===== config.mk =====
export PLATFORM = sky130hd
export DESIGN_NAME = gpns_grid_gen
export DESIGN_NICKNAME = d
export VERILOG_FILES = /design/src/rtl/core/gpns_pkg.sv /design/src/rtl/core/gpns_grid_gen.sv
export SDC_FILE = /design/constraint.sdc
export NUM_CORES = 1
export LEC_CHECK = 0
export ABC_CLOCK_PERIOD_IN_PS = 13400
export BUFFER_PORTS_ARGS = -buffer_cell sky130_fd_sc_hd__buf_2
export CORE_MARGIN = 1.5
export CORE_UTILIZATION = 60
export DETAILED_ROUTE_END_ITERATION = 12
export PLACE_DENSITY = 0.89
export SETUP_SLACK_MARGIN = 0.02
export SLEW_MARGIN = 20
export SYNTH_ARGS = -nofsm -noshare
export SYNTH_HDL_FRONTEND = slang
export SYNTH_SLANG_ARGS = --single-unit

===== constraint.sdc =====
create_clock -name clk_i -period 13.4 [get_ports clk_i]
set_clock_uncertainty 0.2 [all_clocks]
set_input_delay 2.68 -clock clk_i [delete_from_list [all_inputs] [get_ports clk_i]]
set_output_delay 2.68 -clock clk_i [all_outputs]
set_load 0.005 [all_outputs]

===== src/rtl/core/gpns_pkg.sv =====
// gpns_pkg: shared types and constants of the grid probe nearest search core
// coordinate formats, register indexes, command codes, beat layouts
// no dependencies
package gpns_pkg;

  localparam int unsigned CoordW   = 24;  // signed Q15.8
  localparam int unsigned StepW    = 23;
  localparam int unsigned DiffW    = CoordW + 1;
  localparam int unsigned SqW      = 2 * CoordW + 1;
  localparam int unsigned DistW    = SqW + 1;
  localparam int unsigned IdxOutW  = 10;
  localparam int unsigned CntOutW  = 11;
  localparam int unsigned InDataW  = 72;
  localparam int unsigned OutDataW = 96;
  localparam int unsigned CfgIdxW  = 3;
  localparam int unsigned CfgDataW = 24;

  localparam logic CmdPlace = 1'b0;
  localparam logic CmdQuery = 1'b1;

  typedef enum logic [CfgIdxW-1:0] {
    REG_START_X   = 3'd0,
    REG_START_Y   = 3'd1,
    REG_START_Z   = 3'd2,
    REG_END_X     = 3'd3,
    REG_END_Y     = 3'd4,
    REG_END_Z     = 3'd5,
    REG_GRID_STEP = 3'd6
  } cfg_reg_e;

  typedef logic signed [CoordW-1:0] coord_t;

  typedef struct packed {
    coord_t x;
    coord_t y;
    coord_t z;
  } point_t;

  typedef struct packed {
    coord_t             start_x;
    coord_t             start_y;
    coord_t             start_z;
    coord_t             end_x;
    coord_t             end_y;
    coord_t             end_z;
    logic [StepW-1:0]   step;
  } cfg_t;

  typedef struct packed {
    logic               found;
    logic [IdxOutW-1:0] idx;
    point_t             pt;
  } res_t;

  typedef struct packed {
    logic done;
    logic overflow;
  } gen_status_t;

endpackage


===== src/rtl/core/gpns_grid_gen.sv =====
// gpns_grid_gen: walks the grid x outer, z inner, one table write per cycle
// stops at the grid end, at a full table or on an empty grid; depends on gpns_pkg
module gpns_grid_gen #(
  parameter int unsigned MaxPoints = 1024,
  parameter int unsigned AddrW     = 10,
  parameter int unsigned CntW      = 11
) (
  input  logic                   clk_i,
  input  logic                   rst_ni,
  input  logic                   start_i,
  input  gpns_pkg::cfg_t         cfg_i,
  output logic                   wr_en_o,
  output logic [AddrW-1:0]       wr_addr_o,
  output gpns_pkg::point_t       wr_pt_o,
  output gpns_pkg::gen_status_t  status_o,
  output logic [CntW-1:0]        count_o
);
  import gpns_pkg::*;

  localparam int unsigned SumW = CoordW + 2;

  logic            run_q;
  logic            empty_q;
  logic [CntW-1:0] cnt_q, cnt_d;
  coord_t          cx_q, cy_q, cz_q;
  coord_t          cx_d, cy_d, cz_d;

  logic signed [SumW-1:0] step_s;
  logic signed [SumW-1:0] nx_s, ny_s, nz_s;
  logic                   wrap_x, wrap_y, wrap_z;
  logic                   grid_last, full, fin;
  logic                   empty_d;

  assign step_s = $signed({{(SumW-StepW){1'b0}}, cfg_i.step});
  assign nx_s   = $signed({{2{cx_q[CoordW-1]}}, cx_q}) + step_s;
  assign ny_s   = $signed({{2{cy_q[CoordW-1]}}, cy_q}) + step_s;
  assign nz_s   = $signed({{2{cz_q[CoordW-1]}}, cz_q}) + step_s;

  // an axis wraps once the next coordinate passes the inclusive end
  assign wrap_x = nx_s > $signed({{2{cfg_i.end_x[CoordW-1]}}, cfg_i.end_x});
  assign wrap_y = ny_s > $signed({{2{cfg_i.end_y[CoordW-1]}}, cfg_i.end_y});
  assign wrap_z = nz_s > $signed({{2{cfg_i.end_z[CoordW-1]}}, cfg_i.end_z});

  assign grid_last = wrap_x & wrap_y & wrap_z;
  assign full      = (cnt_q == CntW'(MaxPoints - 1));
  assign fin       = empty_q | grid_last | full;

  assign empty_d = ($signed(cfg_i.end_x) < $signed(cfg_i.start_x))
                 | ($signed(cfg_i.end_y) < $signed(cfg_i.start_y))
                 | ($signed(cfg_i.end_z) < $signed(cfg_i.start_z));

  assign wr_en_o   = run_q & ~empty_q;
  assign wr_addr_o = cnt_q[AddrW-1:0];
  assign wr_pt_o   = '{x: cx_q, y: cy_q, z: cz_q};

  assign status_o.done     = run_q & fin;
  assign status_o.overflow = ~empty_q & ~grid_last;
  assign count_o           = empty_q ? '0 : cnt_q + CntW'(1);

  always_comb begin
    cnt_d = cnt_q + CntW'(1);
    cz_d  = wrap_z ? cfg_i.start_z : nz_s[CoordW-1:0];
    cy_d  = cy_q;
    cx_d  = cx_q;
    if (wrap_z) begin
      cy_d = wrap_y ? cfg_i.start_y : ny_s[CoordW-1:0];
      if (wrap_y) begin
        cx_d = nx_s[CoordW-1:0];
      end
    end
  end

  always_ff @(posedge clk_i or negedge rst_ni) begin
    if (!rst_ni) begin
      run_q <= 1'b0;
      cnt_q <= '0;
    end else if (start_i) begin
      run_q <= 1'b1;
      cnt_q <= '0;
    end else if (run_q) begin
      if (fin) begin
        run_q <= 1'b0;
      end else begin
        cnt_q <= cnt_d;
      end
    end
  end

  always_ff @(posedge clk_i) begin
    if (start_i) begin
      empty_q <= empty_d;
      cx_q    <= cfg_i.start_x;
      cy_q    <= cfg_i.start_y;
      cz_q    <= cfg_i.start_z;
    end else if (run_q && !fin) begin
      cx_q <= cx_d;
      cy_q <= cy_d;
      cz_q <= cz_d;
    end
  end

endmodule


-- Yosys cells after proc, flatten, opt, wreduce, memory -nomap -nowiden
Cells that the tools add are included.
- $add $sub $neg: 4
- order comparisons: 6
- eq/ne operators: 2
- mux-type cells: 18
- bitwise operators: 11
- reductions and logical operators: 9
- operators by type and width (kind ; number):
    2-to-1 mux 24 bit ; 11
    adder 24 x 24 -> 25 bit ; 3
    > comparator 25 x 24 -> 1 bit ; 3
    less-than comparator 24 bit ; 3
    2-to-1 mux 11 bit ; 4
    adder 11 x 1 -> 11 bit (second input constant) ; 1
    == test 11 x 10 -> 1 bit (second input constant) ; 1
    nonzero test 2 bit ; 4
    bitwise AND 1 bit ; 5
    OR 1 bit ; 4
    AND reduction 2 bit ; 2
    2-to-1 mux 1 bit ; 3
    AND reduction 3 bit ; 1
    != test 2 bit (second input constant) ; 1
    NOT 1 bit ; 2
    logical AND 1 bit ; 1
    zero test 1 bit ; 1
- flip-flop bits (word level): 85
- input bits: 170
- output and inout port bits: 96

-- Longest topological paths before layout
Gate-level depths: netlist of run 1.
- word-level depth: 10
- depth in mapped cells: 22
- gate-level depth less buffers: 20

-- Worst setup path after synthesis of run 1
No wires, ideal clock.
- path kind: input port to output port
- from: input cfg_i[0] in the netlist's numbering
- to: output status_o[1] in the netlist's numbering
- arrival: 6.217 ns
- required time: 10.520 ns
- slack: 4.303 ns
- stages on the path: 18
- buffers on the path: 0
- path through: ha_1 fa_1 a211o_1 a21oi_2 o2bb2ai_2 o211a_4 a31oi_1 a211o_1 a21oi_2 xnor2_1 ha_1 a21o_1 a211oi_1 o21ai_0 a32oi_1 o211ai_1 a21oi_1 a21boi_0
- RTL lines (element ; line ; text):
    start, declared ; gpns_grid_gen.sv:11 ; input gpns_pkg::cfg_t cfg_i,
    end, declared ; gpns_grid_gen.sv:15 ; output gpns_pkg::gen_status_t status_o,

==> metrics.csv, run 1 <==
stage,metric,value,unit
run_status,status,"complete, no violations",
power,switching share of total power,48.7,%
setup_path,Worst EP arrival,7.15,ns
floorplanning,Die ar.,0.0186,mm²
sta,Final Hold Viols,0,
clock_network,TritonCTS clock tree,yes,
clock_network,Max Root-Sink Buffers,2,
clock_network,CTS Buf Count,9,
floorplanning,core area,0.0174,mm²
logic_synthesis,synth unique cells,73,
clock_network,Sink Count,85,
floorplanning,Die H,136,µm
logic_synthesis,Mean Syn Cell Area,8.49,µm²
drt,Final ANT Viol Nets,0,
logic_synthesis,Synth area leaders,"ha_1 (25%), edfxtp_1 (21%), inv_1 (5.9%)",
logic_synthesis,Post-synth EDFFs,73,
logic_synthesis,Ys Warns,0,
clock_network,Root Buffer,clkbuf_16,
clock_network,worst-skew pair later-pin latency,0.37,ns
setup_path,Setup crit end kind,output port,
power,cell-internal power,1.44,mW
layout,"Core Util, Final",71.6,%
grt,Tot GR Track Use,34.0,%
setup_path,CP max FO,4,
grt,antenna violations before repair,3,
sta,maximum clock rate,0.0997,GHz
sta,worst slew pin tran,1.08,ns
power,worst vdd ir,0.113,mV
logic_synthesis,Cells after Synth,1256,
drt,final WL,31.8,mm
worst_hold_path,hold crit path type,flip-flop to flip-flop,
placement,GPL Wtd Cong,0.983,
clock_network,hold_buf cts,0,
logic_synthesis,Async SR Flop Fraction,14.1,%
drt,Initial DRC Count,752,
sta,final setup violating endpoints,0,
logic_synthesis,Main synth FF type,edfxtp_1,
power,"Power, Total",2.81,mW
layout,layout cell share with drive strength beyond 1,22.1,%
setup_path,startpoint types,primary input,
placement,DP HPWL,26.4,mm
floorplanning,Starting Density,61.4,%
clock_network,Resize count post-CTS,0,
sta,crit path time final,10.03,ns
drt,routed vias/inst,5.95,
grt,number of global-route vias before repair,10093,
grt,largest net degree at the start of global routing,46,
floorplanning,site row count,48,
power,Leak,6.43,nW
logic_synthesis,cell with the most instances after synthesis,ha_1,
logic_synthesis,post-synth top area cell,ha_1,
placement,Inst Count DP,1719,
clock_network,Clock transition at path regs,0.08,ns
layout,area added between synthesis and finish,16.6,%
logic_synthesis,syn_nets,1643,
power,P_sw,1.37,mW
sta,worst relative slew slack,28.0,%
placement,port bufs,265,
drt,drt pass-1 iters,5,
logic_synthesis,top cell type's share of synthesized area,25.1,%
power,combinational power share,70.4,%
layout,Layout Nets,1892,
drt,DR WL/cell,18.3,µm
clock_network,postcts setup bufs,0,
placement,pre-CTS setup slack,3.44,ns
grt,first-pass GRT wire length,48.9,mm
sta,period utilization,74.8,%
grt,total grt overflow,0,
job,max-cap viol count,0,
setup_path,CP Class,primary input to output port,
power,clock share of power,9.5,%
drt,routed vias,10340,
sta,Setup TNS,0,ns
logic_synthesis,Post-synth top cells,"ha_1 (214), inv_1 (167), a21oi_1 (97), nand2_1 (97), nor2_1 (74)",
sta,RSZ-0062 raised after global routing,no,
sta,worst setup margin,3.37,ns
logic_synthesis,sequential share of the synthesized area,23.4,%
floorplanning,DIE WIDTH,136,µm
power,PD cells,226,mW/mm²
logic_synthesis,#FFs+latches synth,85,
drt,# DRC,0,
power,register share of total power,20.1,%
floorplanning,I/O Pins,266,
clock_network,H-tree Lvls,3,
logic_synthesis,Mapped Area,0.0107,mm²
sta,max-slew violations,0,
layout,non-filler instance count after layout,1738,
setup_path,Worst EP required,10.52,ns
cell type report:
type                            instances  area [µm²]
Multi-Input combinational cell        972        7370
Tap cell                              225         282
Antenna cell                            3        7.51
Fill cell                            1360        4920
Clock buffer                            9         225
Inverter                              168         631
Clock inverter                          7        73.8
Timing Repair Buffer                  269        1360
Sequential cell                        85        2490
path summary, 6_finish.rpt:
kind                           start     endpoint  slack (ns)  cells past startpoint
min in group asynchronous     rst_ni     cnt_q[0]        1.98                      1
max in group asynchronous     rst_ni     cnt_q[2]       10.81                      1
max reg2reg                  cy_q[4]      cz_q[7]        7.10                     18
min                        cnt_q[10]    cnt_q[10]        0.38                      1
min reg2reg                cnt_q[10]    cnt_q[10]        0.38                      1
max                         cfg_i[4]  status_o[1]        3.37                     19
cells in the final DEF, fill, tap and decap left out, drive strengths merged, types with 11 or more instances in the layout:
| cell | netlist | routed |
|---|---|---|
| buf | 18 | 269 |
| ha | 214 | 214 |
| inv | 167 | 173 |
| a21oi | 101 | 101 |
| nand2 | 97 | 97 |
| o21ai | 91 | 91 |
| nor2 | 75 | 75 |
| edfxtp | 73 | 73 |
| xnor2 | 50 | 50 |
| a21o | 42 | 42 |
| nand3 | 25 | 25 |
| nand4 | 24 | 24 |
| mux2 | 23 | 23 |
| xor2 | 19 | 19 |
| nor2b | 18 | 18 |
| a211oi | 15 | 15 |
| o21a | 15 | 15 |
| nor3 | 14 | 14 |
| nand2b | 12 | 12 |
| and3 | 12 | 12 |
| dfrtp | 12 | 12 |
| o21bai | 11 | 11 |
power by group through the flow:
| stage | combinational, mW | sequential (mW) | clock [mW] |
|---|---|---|---|
| 6_report | 1.98 | 0.564 | 0.267 |
| 5_1_grt | 2.20 | 0.571 | 0.275 |
| 4_1_cts | 1.95 | 0.559 | 0.267 |
| 3_5_place_dp | 1.92 | 0.564 | 0 |
| 3_3_place_gp | 1.87 | 0.564 | 0 |
| 2_1_floorplan | 1.40 | 0.537 | 0 |
sequential cells by signal, indices dropped and copies added (netlist names):
signal and flops:
cx_q 24, cy_q 24, cz_q 24, cnt_q 11, empty_q 1, run_q 1
routing by layer:
layer	routed length [µm]	global-route usage [%]	vias to the layer above	share of wire (%)
li1	-	-	5027	-
met1	13300	42.3	4761	42
met2	14900	58.1	449	47
met3	2030	3.65	101	6.4
met4	1530	17.4	2	4.8
met5	13	0	-	0.041
worst max-delay path: stages:
cell       delay (ns)
buf_2            0.13
ha_1             0.35
or4_1            0.51
o21ai_1          0.12
a21oi_1          0.09
a21o_1           0.23
a2111oi_0        0.50
nor3_1           0.13
xor2_1           0.18
ha_1             0.30
nand4_1          0.14
nor3_1           0.49
a21boi_1         0.13
a31o_1           0.24
a21oi_1          0.30
a21oi_1          0.11
a21oi_1          0.24
a21boi_0         0.12
buf_2            0.14
cells by family (layout without fill, tap and decap cells):
group | Yosys count | after routing | share of synthesized area [%]
flip-flops | 85 | 85 | 23.4
AND/OR/NAND/NOR | 312 | 312 | 14.0
multiplexers | 24 | 24 | 2.56
buffers and inverters | 199 | 453 | 7.59
adder cells (fa/ha/maj) | 217 | 217 | 25.7
AO/OA/AOI/OAI | 350 | 350 | 21.1
other | 0 | 3 | 0
XOR/XNOR | 69 | 69 | 5.67
through the flow:
step | area (µm²) | hold slack (ns)
after floorplan | 10700 | 0.298
after global placement | 12100 | 0.315
after detailed placement | 12100 | 0.352
after CTS | 12400 | 0.374
after global routing | 12400 | 0.390
final | 12400 | 0.376
(Power assumes the default switching activity.)
==> inputs of run 2 (changes only) <==
--- a/config.mk
+++ b/config.mk
@@ -5,12 +5,13 @@
 export SDC_FILE = /design/constraint.sdc
 export NUM_CORES = 1
 export LEC_CHECK = 0
-export ABC_CLOCK_PERIOD_IN_PS = 13400
+export ABC_AREA = 1
+export ABC_CLOCK_PERIOD_IN_PS = 8700
 export BUFFER_PORTS_ARGS = -buffer_cell sky130_fd_sc_hd__buf_2
 export CORE_MARGIN = 1.5
-export CORE_UTILIZATION = 60
+export CORE_UTILIZATION = 51
 export DETAILED_ROUTE_END_ITERATION = 12
-export PLACE_DENSITY = 0.89
+export PLACE_DENSITY = 0.79
 export SETUP_SLACK_MARGIN = 0.02
 export SLEW_MARGIN = 20
 export SYNTH_ARGS = -nofsm -noshare
==> constraint.sdc (replaced) <==
create_clock -name clk_i -period 8.7 [get_ports clk_i]
set_clock_uncertainty 0.2 [all_clocks]
set_input_delay 1.74 -clock clk_i [delete_from_list [all_inputs] [get_ports clk_i]]
set_output_delay 1.74 -clock clk_i [all_outputs]
set_load 0.005 [all_outputs]
==> metrics.csv, run 2 <==
stage,metric,value,unit
run_status,status,"complete, no violations",
power,combinational power share,71.7,%
logic_synthesis,Cells after Synth,1575,
power,PD cells,378,mW/mm²
power,switching share of total power,53.8,%
logic_synthesis,syn_nets,1962,
grt,antenna violations before repair,1,
layout,"commonest cells after routing, fill and taps aside","nand2_1 (357), buf_2 (265), inv_1 (241), ha_1 (214), a21oi_1 (132)",
layout,area added between synthesis and finish,16.4,%
logic_synthesis,Mean Syn Cell Area,7.14,µm²
sta,worst hold slack,0.373,ns
logic_synthesis,sequential share of the synthesized area,22.2,%
drt,DR WL/cell,17.4,µm
logic_synthesis,cell with the most instances after synthesis,nand2_1,
grt,total grt overflow,0,
logic_synthesis,Async SR Flop Fraction,14.1,%
sta,crit path time final,7.37,ns
placement,GPL Wtd Cong,1.01,
layout,largest registers,"cx_q: 24 flops, cy_q: 24 flops, cz_q: 24 flops",
placement,DP HPWL,31.0,mm
logic_synthesis,post-synth top area cell,ha_1,
logic_synthesis,Post-synth top cells,"nand2_1 (357), inv_1 (241), ha_1 (214)",
sta,worst setup margin,1.33,ns
clock_network,Sink Count,85,
floorplanning,Starting Density,51.7,%
floorplanning,Die ar.,0.0230,mm²
grt,first-pass GRT wire length,55.6,mm
sta,period utilization,84.8,%
grt,largest net degree at the start of global routing,65,
job,max-cap viol count,0,
sta,final setup violating endpoints,0,
layout,"most common cell after layout, fill and taps aside",nand2_1,
drt,drt pass-1 iters,5,
logic_synthesis,#FFs+latches synth,85,
power,P_sw,2.66,mW
floorplanning,I/O Pins,266,
setup_path,startpoint types,primary input,
power,register share of total power,19.1,%
sta,max-slew violations,0,
drt,routed vias/inst,5.51,
power,cell-internal power,2.29,mW
drt,routed vias,11622,
setup_path,Worst EP required,6.76,ns
sta,Setup TNS,0,ns
floorplanning,site row count,54,
floorplanning,core area,0.0218,mm²
setup_path,CP Class,primary input to output port,
setup_path,Worst Setup SP,cfg_i[0],
clock_network,Resize count post-CTS,0,
logic_synthesis,Post-synth EDFFs,73,
clock_network,hold_buf cts,0,
clock_network,postcts setup bufs,0,
logic_synthesis,Mapped Area,0.0112,mm²
floorplanning,Die H,152,µm
logic_synthesis,top cell type's share of synthesized area,23.8,%
worst_hold_path,hold crit path type,flip-flop to flip-flop,
sta,worst relative slew slack,34.6,%
power,Leak,7.09,nW
logic_synthesis,Ys Warns,0,
setup_path,Setup crit end kind,output port,
grt,Tot GR Track Use,31.8,%
layout,"Core Util, Final",60.2,%
worst_hold_path,hold path startpoint,cnt_q[10],
clock_network,Max Root-Sink Buffers,2,
sta,maximum clock rate,0.136,GHz
layout,Layout fillers,2085,
sta,worst slew pin tran,0.980,ns
clock_network,CTS Buf Count,9,
setup_path,R2R Setup Slk,3.40,ns
clock_network,worst-skew pair later-pin latency,0.37,ns
drt,final WL,36.6,mm
logic_synthesis,Main synth FF type,edfxtp_1,
clock_network,Clock transition at path regs,0.07,ns
setup_path,RR Startpoint,cx_q[0],
layout,layout cell share with drive strength beyond 1,16.6,%
clock_network,TritonCTS clock tree,yes,
power,"Power, Total",4.95,mW
clock_network,Root Buffer,clkbuf_16,
placement,pre-CTS setup slack,1.41,ns
sta,Final Hold Viols,0,
setup_path,CP max FO,4,
logic_synthesis,synth unique cells,47,
drt,# DRC,0,
drt,Final ANT Viol Nets,0,
clock_network,H-tree Lvls,3,
floorplanning,DIE WIDTH,152,µm
sta,RSZ-0062 raised after global routing,no,
logic_synthesis,Synth area leaders,"ha_1 (24%), edfxtp_1 (19%), nand2_1 (12%)",
power,clock share of power,9.2,%
placement,port bufs,265,
layout,Layout Nets,2212,
power,worst vdd ir,0.185,mV
drt,Initial DRC Count,758,
setup_path,Worst EP arrival,5.43,ns
grt,number of global-route vias before repair,10876,
run 2: per-layer routing:
layer  vias up  part of all wire, %  GRT usage (%)
li1       5802                    -              -
met1      5293                   45           43.0
met2       460                   45           52.3
met3        67                  7.0           3.56
met4         0                  3.3           11.6
met5         -                    0              0
run 2: path summary, 6_finish.rpt:
path / endpoint / cells past startpoint
min reg2reg: cnt_q[10] / 2
min in group asynchronous: cnt_q[3] / 1
max reg2reg: cy_q[7] / 24
max: status_o[1] / 24
min: cnt_q[10] / 2
max in group asynchronous: cnt_q[5] / 1
run 2: logic make-up after synthesis:
group                    Yosys count  synth area share [%]
AO/OA/AOI/OAI                    311                  15.0
buffers and inverters            273                  9.79
flip-flops                        85                  22.2
AND/OR/NAND/NOR                  620                  23.4
adder cells (fa/ha/maj)          217                  24.3
XOR/XNOR                          69                  5.37
run 2: layout make-up:
class	count	area, µm²	area share [%]
Antenna cell	1	2.50	0.0191
Clock buffer	9	225	1.72
Clock inverter	7	105	0.803
Inverter	245	920	7.02
Multi-Input combinational cell	1217	7660	58.5
Sequential cell	85	2490	19.0
Tap cell	280	350	2.68
Timing Repair Buffer	267	1340	10.2
run 2: critical path, cell delays in order:
cell      delay [ns]
buf_2           0.16
ha_1            0.24
fa_1            0.48
nand2_1         0.10
inv_1           0.05
nand2_1         0.07
o21bai_1        0.15
a21oi_1         0.33
o21ai_1         0.12
xor2_1          0.17
ha_1            0.31
nand2_1         0.08
nor2_1          0.17
nand4_1         0.18
nor2_1          0.13
nand2_1         0.08
nand4_1         0.08
nand2_1         0.17
nor2_2          0.19
nand2_2         0.09
nand3_1         0.12
nand2_1         0.08
inv_1           0.05
buf_2           0.11
run 2: stage by stage:
stage	instance area, µm²	instances
6_report	13100	2111
5_1_grt	13100	2110
4_1_cts	13100	2110
3_5_place_dp	12800	2094
3_3_place_gp	12800	2094
2_1_floorplan	11200	1575
run 2: power by group through the flow:
stage | combinational (mW) | sequential [mW] | clock [mW]
after detailed placement | 3.47 | 0.947 | 0
after floorplan | 2.44 | 0.891 | 0
final | 3.55 | 0.943 | 0.457
after global placement | 3.41 | 0.945 | 0
after global routing | 4.01 | 0.956 | 0.474
after CTS | 3.50 | 0.937 | 0.460
==> inputs of run 3 (changes only) <==
--- a/config.mk
+++ b/config.mk
@@ -6,7 +6,7 @@
 export NUM_CORES = 1
 export LEC_CHECK = 0
 export ABC_AREA = 1
-export ABC_CLOCK_PERIOD_IN_PS = 8700
+export ABC_CLOCK_PERIOD_IN_PS = 6460
 export BUFFER_PORTS_ARGS = -buffer_cell sky130_fd_sc_hd__buf_2
 export CORE_MARGIN = 1.5
 export CORE_UTILIZATION = 51
==> constraint.sdc (replaced) <==
create_clock -name clk_i -period 6.46 [get_ports clk_i]
set_clock_uncertainty 0.2 [all_clocks]
set_input_delay 1.292 -clock clk_i [delete_from_list [all_inputs] [get_ports clk_i]]
set_output_delay 1.292 -clock clk_i [all_outputs]
set_load 0.005 [all_outputs]
==> metrics.csv, run 3 (synthesis gave the netlist of run 2 again) <==
stage,metric,value,unit
sta,final setup violating endpoints,0,
floorplanning,Die H,152,µm
sta,worst slew pin tran,0.636,ns
setup_path,Worst EP required,4.97,ns
setup_path,Worst Setup SP,cfg_i[0],
clock_network,Sink Count,85,
clock_network,worst-skew pair later-pin latency,0.36,ns
sta,worst hold slack,0.366,ns
grt,largest net degree at the start of global routing,43,
clock_network,TritonCTS clock tree,yes,
sta,RSZ-0062 raised after global routing,no,
power,"Power, Total",6.71,mW
setup_path,RR Startpoint,cz_q[16],
drt,# DRC,0,
clock_network,H-tree Lvls,3,
placement,GPL Wtd Cong,1.01,
power,worst vdd ir,0.192,mV
drt,Final ANT Viol Nets,0,
clock_network,Clock transition at path regs,0.07,ns
drt,Max Used Layer,met4,
grt,number of global-route vias before repair,10779,
placement,DP HPWL,31.1,mm
power,Leak,7.12,nW
run_status,status,"complete, no violations",
sta,max-slew violations,0,
floorplanning,DIE WIDTH,152,µm
clock_network,Root Buffer,clkbuf_16,
setup_path,CP peak stage delay,0.49,ns
worst_hold_path,hold path startpoint,cnt_q[10],
drt,met2 WL,16.5,mm
layout,largest registers,"cx_q: 24 flops, cy_q: 24 flops, cz_q: 24 flops",
setup_path,startpoint types,primary input,
sta,Final Hold Viols,0,
grt,total grt overflow,0,
setup_path,Crit path buffers/inverters,4,
layout,layout cell share with drive strength beyond 1,17.7,%
power,combinational power share,72.6,%
worst_hold_path,hold crit path type,flip-flop to flip-flop,
setup_path,CP Class,primary input to output port,
drt,met3 wire len,2.98,mm
floorplanning,Starting Density,51.7,%
grt,first-pass GRT wire length,55.2,mm
sta,period utilization,96.0,%
power,cell-internal power,3.09,mW
sta,worst relative slew slack,57.5,%
sta,maximum clock rate,0.161,GHz
setup_path,crit path capture,status_o[1],
setup_path,Worst EP arrival,4.71,ns
power,clock share of power,8.4,%
clock_network,hold_buf cts,0,
worst_hold_path,hold depth,2,
drt,drt pass-1 iters,5,
floorplanning,Die ar.,0.0230,mm²
setup_path,critical path's slowest cell,fa_1,
drt,routed vias,11668,
floorplanning,I/O Pins,266,
layout,Layout Nets,2218,
setup_path,Setup crit end kind,output port,
drt,DR WL/cell,17.3,µm
layout,"most common cell after layout, fill and taps aside",nand2_1,
power,switching share of total power,54.0,%
setup_path,R2R Path End,cx_q[6],
layout,ANT cells,0,
job,max-cap viol count,0,
setup_path,R2R Setup Slk,1.67,ns
drt,final WL,36.7,mm
floorplanning,site row count,54,
floorplanning,core area,0.0218,mm²
power,PD cells,509,mW/mm²
setup_path,CP cell instances,buf_2 -> ha_1 -> fa_1 -> nand3_1 -> nand2_1 -> nand4_1 -> nand3_1 -> a311oi_1 -> ha_1 -> nand2_1 -> inv_1 -> o21ai_1 -> nand2_1 -> a21oi_1 -> nand3_1 -> nand2_1 -> nand2_1 -> nor2_2 -> nand2_2 -> nand3_1 -> nand2_1 -> inv_1 -> buf_2,
setup_path,Worst path depth,23,
power,P_sw,3.62,mW
setup_path,CP max FO,4,
placement,port bufs,265,
setup_path,crit-path most repeated cell,nand2_1,
setup_path,FF-to-FF path depth,21,
setup_path,"CP delay by family, top",simple AND/OR/NAND/NOR gates,
sta,Setup TNS,0,ns
clock_network,CTS Buf Count,9,
power,register share of total power,18.9,%
drt,met1 WL,15.7,mm
grt,Tot GR Track Use,31.7,%
layout,"commonest cells after routing, fill and taps aside","nand2_1 (356), buf_2 (265), inv_1 (241), ha_1 (214), a21oi_1 (125)",
clock_network,Max Root-Sink Buffers,2,
layout,area added between synthesis and finish,17.2,%
grt,antenna violations before repair,0,
sta,crit path time final,6.20,ns
drt,Initial DRC Count,765,
drt,routed vias/inst,5.51,
-- run 3: routing by layer --
metal / up-vias / global-route usage (%)
li1: 5805 / -
met5: - / 0
met1: 5288 / 41.7
met2: 503 / 52.3
met4: 0 / 13.5
met3: 72 / 4.13
-- run 3: metrics by stage --
stage | setup WS (ns) | util, % | std cells | area [µm²]
2_1_floorplan | 0.781 | - | 1575 | 11200
3_3_place_gp | 0.170 | 58.8 | 2099 | 12800
3_5_place_dp | 0.153 | 58.8 | 2099 | 12800
4_1_cts | 0.148 | 60.2 | 2115 | 13100
5_1_grt | 0.00163 | 60.6 | 2116 | 13200
6_report | 0.259 | 60.6 | 2116 | 13200
-- run 3: repair_timing --
item	in CTS	in global routing
gates resized for setup	0	20
endpoints found under the setup margin	0	2
endpoints found under the hold margin	0	0
setup buffers	0	1
-- run 3: power groups by stage --
| stage | Combinational, mW | Sequential [mW] | Clock [mW] |
|---|---|---|---|
| finish | 4.87 | 1.27 | 0.567 |
| global route | 5.49 | 1.29 | 0.588 |
| CTS | 4.74 | 1.26 | 0.569 |
| detailed placement | 4.71 | 1.27 | 0 |
| global placement | 4.64 | 1.27 | 0 |
| floorplan | 3.29 | 1.20 | 0 |
-- run 3: area by class of cell --
type	count	area [µm²]
fill	2024	8570
tap	280	350
clock inverter	7	73.8
clock buffer	9	225
inverter	245	920
multi-input combinational	1217	7740
sequential	85	2490
timing repair buffer	273	1390
-- run 3: worst min path at each step --
stage                      to  slack, ns
floorplan           cnt_q[10]       0.32
global placement    cnt_q[10]       0.34
detailed placement  cnt_q[10]       0.35
CTS                 cnt_q[10]       0.37
global route        cnt_q[10]       0.40
finish              cnt_q[10]       0.37
-- run 3: worst reg2reg max path, stage by stage, from the launching register on --
cell and delay, ns:
edfxtp_1 0.52, ha_1 0.43, a21oi_1 0.30, o21ai_0 0.17, a221oi_1 0.33, nand3_1 0.19, xor2_1 0.28, ha_1 0.28
nand2_1 0.09, inv_1 0.06, nand4_1 0.10, inv_1 0.05, nand2_1 0.09, nand4_1 0.12, nand2_1 0.17, nor2_2 0.06
nand2_2 0.09, nand3_1 0.11, nand2_1 0.08, nand3_1 0.20, nor2_2 0.14, buf_4 0.38
